## src/rtl/asr_pkg.sv

```systemverilog
`default_nettype none

package asr_pkg;

    localparam int SLOTS     = 256;
    localparam int IDX_W     = $clog2(SLOTS);
    localparam int CMD_W     = 2;
    localparam int OWNER_W   = 22;
    localparam int TS_W      = 63;
    localparam int S_TDATA_W = 88;
    localparam int M_TDATA_W = 64;

    typedef enum logic [CMD_W-1:0] {
        CMD_REGISTER = 2'd0,
        CMD_CLEAR    = 2'd1,
        CMD_QUERY    = 2'd2
    } cmd_code_t;

    typedef enum logic [1:0] {
        ST_IDLE,
        ST_SCAN,
        ST_DRAIN,
        ST_COMMIT
    } state_t;

    typedef struct packed {
        logic load;
        logic issue;
        logic commit;
    } ctrl_cmd_t;

    typedef struct packed {
        logic last_issue;
        logic out_free;
    } ctrl_status_t;

    typedef struct packed {
        logic [OWNER_W-1:0] owner;
        logic [TS_W-1:0]    ts;
    } slot_t;

endpackage

`default_nettype wire

```

## src/rtl/asr_ctrl.sv

```systemverilog
`default_nettype none

module asr_ctrl (
    input  wire                  aclk,
    input  wire                  aresetn,
    input  wire                  s_tvalid,
    output logic                 s_tready,
    input  asr_pkg::ctrl_status_t status,
    output asr_pkg::ctrl_cmd_t   cmd
);

    asr_pkg::state_t state_reg;
    asr_pkg::state_t state_next;

    always_ff @(posedge aclk) begin
        if (!aresetn) begin
            state_reg <= asr_pkg::ST_IDLE;
        end else begin
            state_reg <= state_next;
        end
    end

    always_comb begin
        state_next = state_reg;
        cmd        = '0;
        s_tready   = 1'b0;
        case (state_reg)
            asr_pkg::ST_IDLE: begin
                s_tready = 1'b1;
                if (s_tvalid) begin
                    cmd.load   = 1'b1;
                    state_next = asr_pkg::ST_SCAN;
                end
            end
            asr_pkg::ST_SCAN: begin
                cmd.issue = 1'b1;
                if (status.last_issue) begin
                    state_next = asr_pkg::ST_DRAIN;
                end
            end
            asr_pkg::ST_DRAIN: begin
                state_next = asr_pkg::ST_COMMIT;
            end
            asr_pkg::ST_COMMIT: begin
                if (status.out_free) begin
                    cmd.commit = 1'b1;
                    state_next = asr_pkg::ST_IDLE;
                end
            end
            default: begin
                state_next = asr_pkg::ST_IDLE;
            end
        endcase
    end

endmodule

`default_nettype wire

```

## config.mk

```make
export PLATFORM = sky130hd
export DESIGN_NAME = asr_ctrl
export DESIGN_NICKNAME = d
export VERILOG_FILES = /design/src/rtl/asr_pkg.sv /design/src/rtl/asr_ctrl.sv
export SDC_FILE = /design/constraint.sdc
export NUM_CORES = 1
export LEC_CHECK = 0
export BUFFER_PORTS_ARGS = -buffer_cell sky130_fd_sc_hd__buf_2
export CAP_MARGIN = 20
export CORE_AREA = 2 2 39 41
export CTS_BUF_LIST = sky130_fd_sc_hd__clkbuf_16
export CTS_CLUSTER_DIAMETER = 40
export DETAILED_ROUTE_END_ITERATION = 7
export DIE_AREA = 0 0 41 43
export SETUP_SLACK_MARGIN = 0.4
export SYNTH_ARGS = -nofsm -noshare
export SYNTH_HDL_FRONTEND = slang
export SYNTH_SLANG_ARGS = --single-unit
```

## constraint.sdc

```tcl
create_clock -name aclk -period 3.7 [get_ports aclk]
set_input_delay 0 -clock aclk [delete_from_list [all_inputs] [get_ports aclk]]
set_output_delay 0 -clock aclk [all_outputs]
set_load 0.02 [all_outputs]
```

Word level (Yosys, flattened, before mapping)
Index checks and enable logic that the tools add are counted.
{ "totals": {"ff_bits": 2} }
{ "op_classes": {"n_eq_ne": 6, "n_mux": 10, "reduce_logical": 2} }
{ "op_table": {"columns": ["operator", "n"], "rows": [
  ["2-bit one-hot mux with 4 select lines", 1],
  ["1-bit 2-to-1 mux", 6],
  ["2-bit 2-to-1 mux", 3],
  ["2-bit != test, second input constant", 3],
  ["2-bit equality test, second input constant", 2],
  ["3-bit AND reduction", 1],
  ["2-bit by 1-bit equality test with 1-bit output, second input constant", 1],
  ["2-bit zero test", 1]
]} }

Depth between registers and ports, before layout
Gate-level depths: netlist (run 1).
{ "depth": {"word_depth": 3, "ltp_mapped": 4, "depth_no_buf": 4} }

Worst setup path before layout (run 1)
Ideal clock, no wire load.
{ "synth_path": {"path_type": "reg2reg", "start": "reg state_reg[0]", "end": "reg state_reg[0]", "setup_time_ns": 0.072, "t_arrival_ns": 1.398, "required_time_ns": 3.628, "path_slack_ns": 2.230, "path_stages_with_launch": 5, "n_path_buf": 0, "synth_period_minus_slack_ns": 1.470, "path_cell_list": "dfxtp_1 > inv_1 > ha_1 > a222oi_1 > mux2i_1"} }
{ "synth_between": {"elab_chain_len": 3, "elab_cells_between_ends": 9, "classes_between": "6 x eq/ne; 1 x mux; 2 x reduce/logical"} }
{ "synth_rtl": {"columns": ["element", "line_no", "rtl"], "rows": [
  ["start: declaration", "asr_ctrl.sv:12", "asr_pkg::state_t state_reg;"],
  ["start signal: assignment", "asr_ctrl.sv:17", "state_reg <= asr_pkg::ST_IDLE;"],
  ["start signal: assignment", "asr_ctrl.sv:19", "state_reg <= state_next;"],
  ["2-bit by 1-bit equality test with 1-bit output, or another cell as far along", "asr_ctrl.sv:27", "case (state_reg)"],
  ["2-bit != test (no source line)", null, null],
  ["3-bit AND reduction (no source line)", null, null]
]} }
Several ways; a longest one is shown, not always the timed one.
A chain may end at the register's enable or synchronous reset.

Final worst setup path (run 1)
{ "layout_path": {"start": "reg state_reg[0]", "end": "reg state_reg[1]"} }
Same word-level chain as after synthesis.

==> run metrics, run 1 <==
CTS Root Cell=clkbuf_16; hold depth=3; Ports=9; final setup vio count=0; Avg Cell Area, Syn=8.51 sq um; antenna viol nets, final=0; pin count of the biggest net entering global routing=5; Final period util=0.425; global placement routability congestion=0.544; Reg2Reg Launch Point=state_reg[0]$_SDFFE_PN0P_; max reg flops=2; CORE AREA=0.00138 sq mm; R2R Path End=state_reg[1]$_SDFFE_PN0P_; Setup crit start=state_reg[0]$_SDFFE_PN0P_; Ant. Diodes=0; hold_buf cts=0; Syn Nets=29; biggest cell delay along the critical path=0.57 ns; PD cells=997 mW/mm^2; Worst Hold End=state_reg[1]$_SDFFE_PN0P_; via count=162; Area growth syn-to-layout=79.4%; min-delay src=aresetn; Max IR drop VDD=0.291 mV; outcome=complete, no violations; R2R cell count=4; Setup Fix Bufs, Post-CTS=0; port bufs=8; post-route minimum period=1.57 ns; DR DRC count=0; Worst EP required=3.85 ns; crit-path cells=inv_1, ha_1, a222oi_1, mux2i_1; Setup crit end kind=flop; pre-CTS WS=2.15 ns; Routed WL=364 microns; initial antenna violation count=0; Worst path slowest cell=a222oi_1; cts repair resizes=0; RSZ-0062 raised after global routing=no; TritonRoute pass-1 iters=4; Initial Utilization=0.123; TritonCTS Buffers=3; CTS tree=yes; Syn. warnings=0; #FFs+latches synth=2; clk buf depth=2; Die Area=0.00176 sq mm; Vert. Die Dim=43 microns; Syn Inst Count=20; Pleak=0.160 nW; Netlist Area Pre-Place=170 sq um; Worst Setup Start Kind=flop; FMAX=0.636 GHz; DP HPWL=263 microns; critical path class=flop to flop; clock-pin slew on the worst setup and hold paths=0.03 ns; hold crit path type=input port to flop; CTS Sinks=2; CP max FO=4; Worst Path Arrival=1.72 ns; Clock Latency Late Sink=0.22 ns; Slew @ Worst Pin=0.586 ns; fin nets=42; sequential cell area fraction in the yosys report=0.235; post-route setup slack=2.13 ns; Final Hold Fails=0; fin. max-slew vios=0; routed vias/inst=3.45; CTS H-Tree Depth=1; Setup TNS=0 ns; Rows=14; total grt overflow=0; first-pass GRT wire length=545 microns; flop-to-flop setup slack=2.13 ns; Netlist cell types=10; drt wl/cell=7.74 microns; skew final=0.000273 ns; vias in the first global route=145; Max-Cap Viols=0; Total GRT Usage=0.0551; Slew HR=0.609; share of cells above drive strength 1=0.419; DR iter-0 viols=6; chip width=41 microns
## worst max-delay path: cells and delay by family, from the launching register on
family	cells	cell delay [ns]
AO/OA/AOI/OAI	1	0.57
buffers and inverters	1	0.08
adder cells (fa/ha/maj)	1	0.24
flip-flops	1	0.37
multiplexers	1	0.24
## metrics by stage
step / hold WS, ns / power (mW) / instance area, sq um / util / instances
floorplan: 0.146 / 0.119 / 170 / - / 20
global placement: 0.298 / 0.144 / 230 / 0.166 / 44
detailed placement: 0.294 / 0.145 / 230 / 0.166 / 44
CTS: 0.0762 / 0.311 / 305 / 0.221 / 47
global route: 0.0934 / 0.330 / 305 / 0.221 / 47
finish: 0.0721 / 0.304 / 305 / 0.221 / 47
## kinds of logic (layout without fill, tap and decap cells)
| kind of cell | after synthesis | count (layout) | synth area share |
|---|---|---|---|
| flip-flops | 2 | 2 | 0.235 |
| AO/OA/AOI/OAI | 2 | 2 | 0.0882 |
| buffers and inverters | 5 | 16 | 0.118 |
| multiplexers | 2 | 2 | 0.118 |
| AND/OR/NAND/NOR | 5 | 5 | 0.147 |
| adder cells (fa/ha/maj) | 4 | 4 | 0.294 |
## worst max-delay path by stage
| stage | end | slack (ns) | depth (start not counted) |
|---|---|---|---|
| 2_1_floorplan | state_reg[0]$_SDFFE_PN0P_ | 2.23 | 4 |
| 3_3_place_gp | state_reg[0]$_SDFFE_PN0P_ | 2.19 | 4 |
| 3_5_place_dp | state_reg[1]$_SDFFE_PN0P_ | 2.15 | 4 |
| 4_1_cts | state_reg[1]$_SDFFE_PN0P_ | 2.10 | 4 |
| 5_1_grt | state_reg[1]$_SDFFE_PN0P_ | 2.02 | 4 |
| 6_report | state_reg[1]$_SDFFE_PN0P_ | 2.13 | 4 |
## final cells by class
class / count / area, sq um
fill: 150 / 1080
multi-input combinational: 13 / 110
clock buffer: 3 / 75.1
sequential: 2 / 40.0
timing repair buffer: 8 / 40.0
inverter: 5 / 20.0
tap: 16 / 20.0
## routing by layer
layer  up-vias  global-route usage  part of all wire
met5         -                   0                 0
li1         85                   -                 -
met3         2              0.0628              0.16
met1        64              0.0543              0.44
met4         0              0.0600             0.027
met2        11              0.0531              0.37
## cells in the final DEF, fill, tap and decap left out, drive strengths merged
cell      netlist  routed
mux2i           2       2
o21ai           1       1
a222oi          1       1
clkinvlp        1       1
ha              4       4
clkbuf          0       3
dfxtp           2       2
buf             0       8
nand2           3       3
and2            2       2
inv             4       4
## Yosys cell counts
master / n / area (sq um)
mux2i_1: 2 / 20.0
and2_1: 1 / 6.26
inv_1: 4 / 15.0
o21ai_0: 1 / 5.00
nand2_1: 3 / 11.3
dfxtp_1: 2 / 40.0
ha_1: 4 / 50.1
and2_2: 1 / 7.51
clkinvlp_2: 1 / 5.00
a222oi_1: 1 / 10.0
## power breakdown
part | switching, mW | internal, mW
combinational | 0.0600 | 0.0422
sequential | 0.0101 | 0.0317
clock | 0.0231 | 0.137
total | 0.0932 | 0.211
Note: power is estimated with default switching activity, not from simulation.
==> run 2: changes to the inputs <==
Clock period 3.7 ns to 1.5 ns, I/O delays scaled along.
==> run 2 against run 1 <==
First-iteration DRC count shrank 50%; routed wire length grew 15%; combinational power rose to 4.6 times the previous value; clock-buffer cell count unchanged; cell area rose by 30%; sequential power rose to 3.0 times the previous value; core utilization grew 6.6 points; via count rose by 20%; critical path type unchanged.
==> run metrics, run 2 (synthesis results as in run 1) <==
Area growth syn-to-layout=133%; Worst EP required=1.64 ns (-2.21 ns); clk buf depth=2 (unchanged); R2R Path End=state_reg[1]$_SDFFE_PN0P_; outcome=complete, no violations; fin util=0.287 (+0.0660); Reg2Reg Launch Point=state_reg[0]$_SDFFE_PN0P_; area of the multi-input gates=136 sq um (+24%); routed vias/inst=3.68 (+6.7%); CP max FO=4 (unchanged); Slew @ Worst Pin=0.288 ns (-0.298 ns); cell internal pwr=698 uW (+230%); post-route setup slack=0.177 ns (-1.95 ns); crit-path cells=inv_4, ha_4, a222oi_1, buf_4, mux2i_1; RSZ-0062 raised after global routing=yes; net switching power=298 uW (+220%); GR Util met3=0.0628 (unchanged); GRT met1 Usage=0.0637 (+0.00938); WHS=0.0475 ns (-0.0245 ns); hold crit path type=input port to flop; Combinational Power Share=0.467 (+0.131); CTS Sinks=2 (unchanged); Worst Path Arrival=1.46 ns (-0.26 ns); WP depth=5 (+1); vias in the first global route=182 (+26%); skew final=0.00436 ns (+0.00409 ns); Setup crit end=state_reg[1]$_SDFFE_PN0P_; initial antenna violation count=0 (unchanged); pin count of the biggest net entering global routing=5 (unchanged); DR iter-0 viols=3 (-3); TritonRoute pass-1 iters=4 (unchanged); commonest non-fill, non-tap cells in the layout=6 x buf_2, 4 x buf_4; CTS Root Cell=clkbuf_16; most common cell after layout, fill and taps aside=buf_2; Setup crit start=state_reg[0]$_SDFFE_PN0P_; flop-to-flop setup slack=0.18 ns (-1.95 ns); biggest cell delay along the critical path=0.38 ns (-0.19 ns); GRT met2 Usage=0.0875 (+0.0344); R2R cell count=5 (+1); drt wl/cell=7.87 microns (+1.6%); via count=195 (+20%); global placement routability congestion=0.648 (+19%); Top Usage Layer GRT=met2; Routed WL=417 microns (+15%); final instance area=397 sq um (+30%); total grt overflow=0 (unchanged); TritonCTS Buffers=3 (unchanged); Placed Instance Area=268 sq um (+16%); Vert. Die Dim=43 microns (unchanged); max reg flops=2 (unchanged); register area=45.0 sq um (+12%); CTS H-Tree Depth=1 (unchanged); chip width=41 microns (unchanged); Max IR drop VDD=0.630 mV (+120%); CP bufs+invs=2 (+1); Ports=9 (unchanged); Rows=14 (unchanged); fill count=156 (+4.0%); Clock Latency Late Sink=0.22 ns (about the same); Ant. Diodes=0 (unchanged); port bufs=8 (unchanged); Die Area=0.00176 sq mm (unchanged); post-route minimum period=1.32 ns (-0.249 ns); Setup crit end kind=flop; pre-CTS WS=0.152 ns (-2.00 ns); first-pass GRT wire length=683 microns (+25%); clock network fraction of total power=0.405 (-0.122); final setup vio count=0 (unchanged); clock-pin slew on the worst setup and hold paths=0.03 ns (about the same); Worst Setup Start Kind=flop; Total GRT Usage=0.0601 (+0.00495); Pleak=0.198 nW (+24%); Net Sw Frac=0.299 (-0.00691); Initial Utilization=0.123 (unchanged); Top Family by Delay on Critical Path=flip-flops; share of cells above drive strength 1=0.649 (+0.229); Final Hold Fails=0 (unchanged); Max-Cap Viols=0 (unchanged); Final period util=0.882 (+0.457); Total Power=995 uW (+230%); dpl cells=45 (+2.3%); Non-Filler Instances=53 (+13%); CORE AREA=0.00138 sq mm (unchanged); FMAX=0.756 GHz (+19%); DR DRC count=0 (unchanged); CTS tree=yes; Seq pwr share=0.128 (-0.009); PD cells=2510 mW/mm^2 (+150%); fin. max-slew vios=0 (unchanged); Setup TNS=0 ns (unchanged); Worst path slowest cell=dfxtp_4; DP HPWL=286 microns (+9.0%); critical path class=flop to flop; fin nets=47 (+12%); antenna viol nets, final=0 (unchanged); Slew HR=0.808 (+0.198)
## run 2: cell types whose count changed in the layout (fill, tap and decap cells not counted), sizes merged
cell	delta
buf	+5
inv	+1
## run 2: how the worst min path moves through the flow
stage                                endpoint  depth (start not counted)  startpoint
global placement    state_reg[0]$_SDFFE_PN0P_                          3     aresetn
floorplan           state_reg[0]$_SDFFE_PN0P_                          2     aresetn
finish              state_reg[0]$_SDFFE_PN0P_                          3     aresetn
global route        state_reg[0]$_SDFFE_PN0P_                          3     aresetn
CTS                 state_reg[0]$_SDFFE_PN0P_                          3     aresetn
detailed placement  state_reg[0]$_SDFFE_PN0P_                          3     aresetn
## run 2: cell type report
type / count / area share
multi-input cells: 13 / 0.344
repair buffers: 13 / 0.237
clock buffers: 3 / 0.189
flip-flops and latches: 2 / 0.114
inverters: 5 / 0.0568
well taps: 16 / 0.0505
clock inverters: 1 / 0.00946
## run 2: power by group through the flow
stage / Combinational, mW / Clock, mW / Sequential (mW)
6_report: 0.465 / 0.403 / 0.127
5_1_grt: 0.518 / 0.417 / 0.134
4_1_cts: 0.385 / 0.410 / 0.127
3_5_place_dp: 0.327 / 0 / 0.124
3_3_place_gp: 0.320 / 0 / 0.124
2_1_floorplan: 0.254 / 0 / 0.117
## run 2: tightest hold or removal path, delay by kind of cell
kind                   cells  cell delay (ns)
buffers and inverters      1             0.12
multiplexers               1             0.05
AND/OR/NAND/NOR            1             0.06
## run 2: metal layers
layer / routed length (microns) / up-vias / part of all wire
met5: 0 / - / 0
met4: 0 / 0 / 0
met3: 53 / 0 / 0.13
met2: 187 / 11 / 0.45
met1: 177 / 88 / 0.42
li1: - / 96 / -
## run 2: timing repair
item,in CTS,in global routing
setup endpoints to repair,3,5
pin swaps,2,0
setup buffers,2,2
hold buffers,0,0
resized for setup,4,3
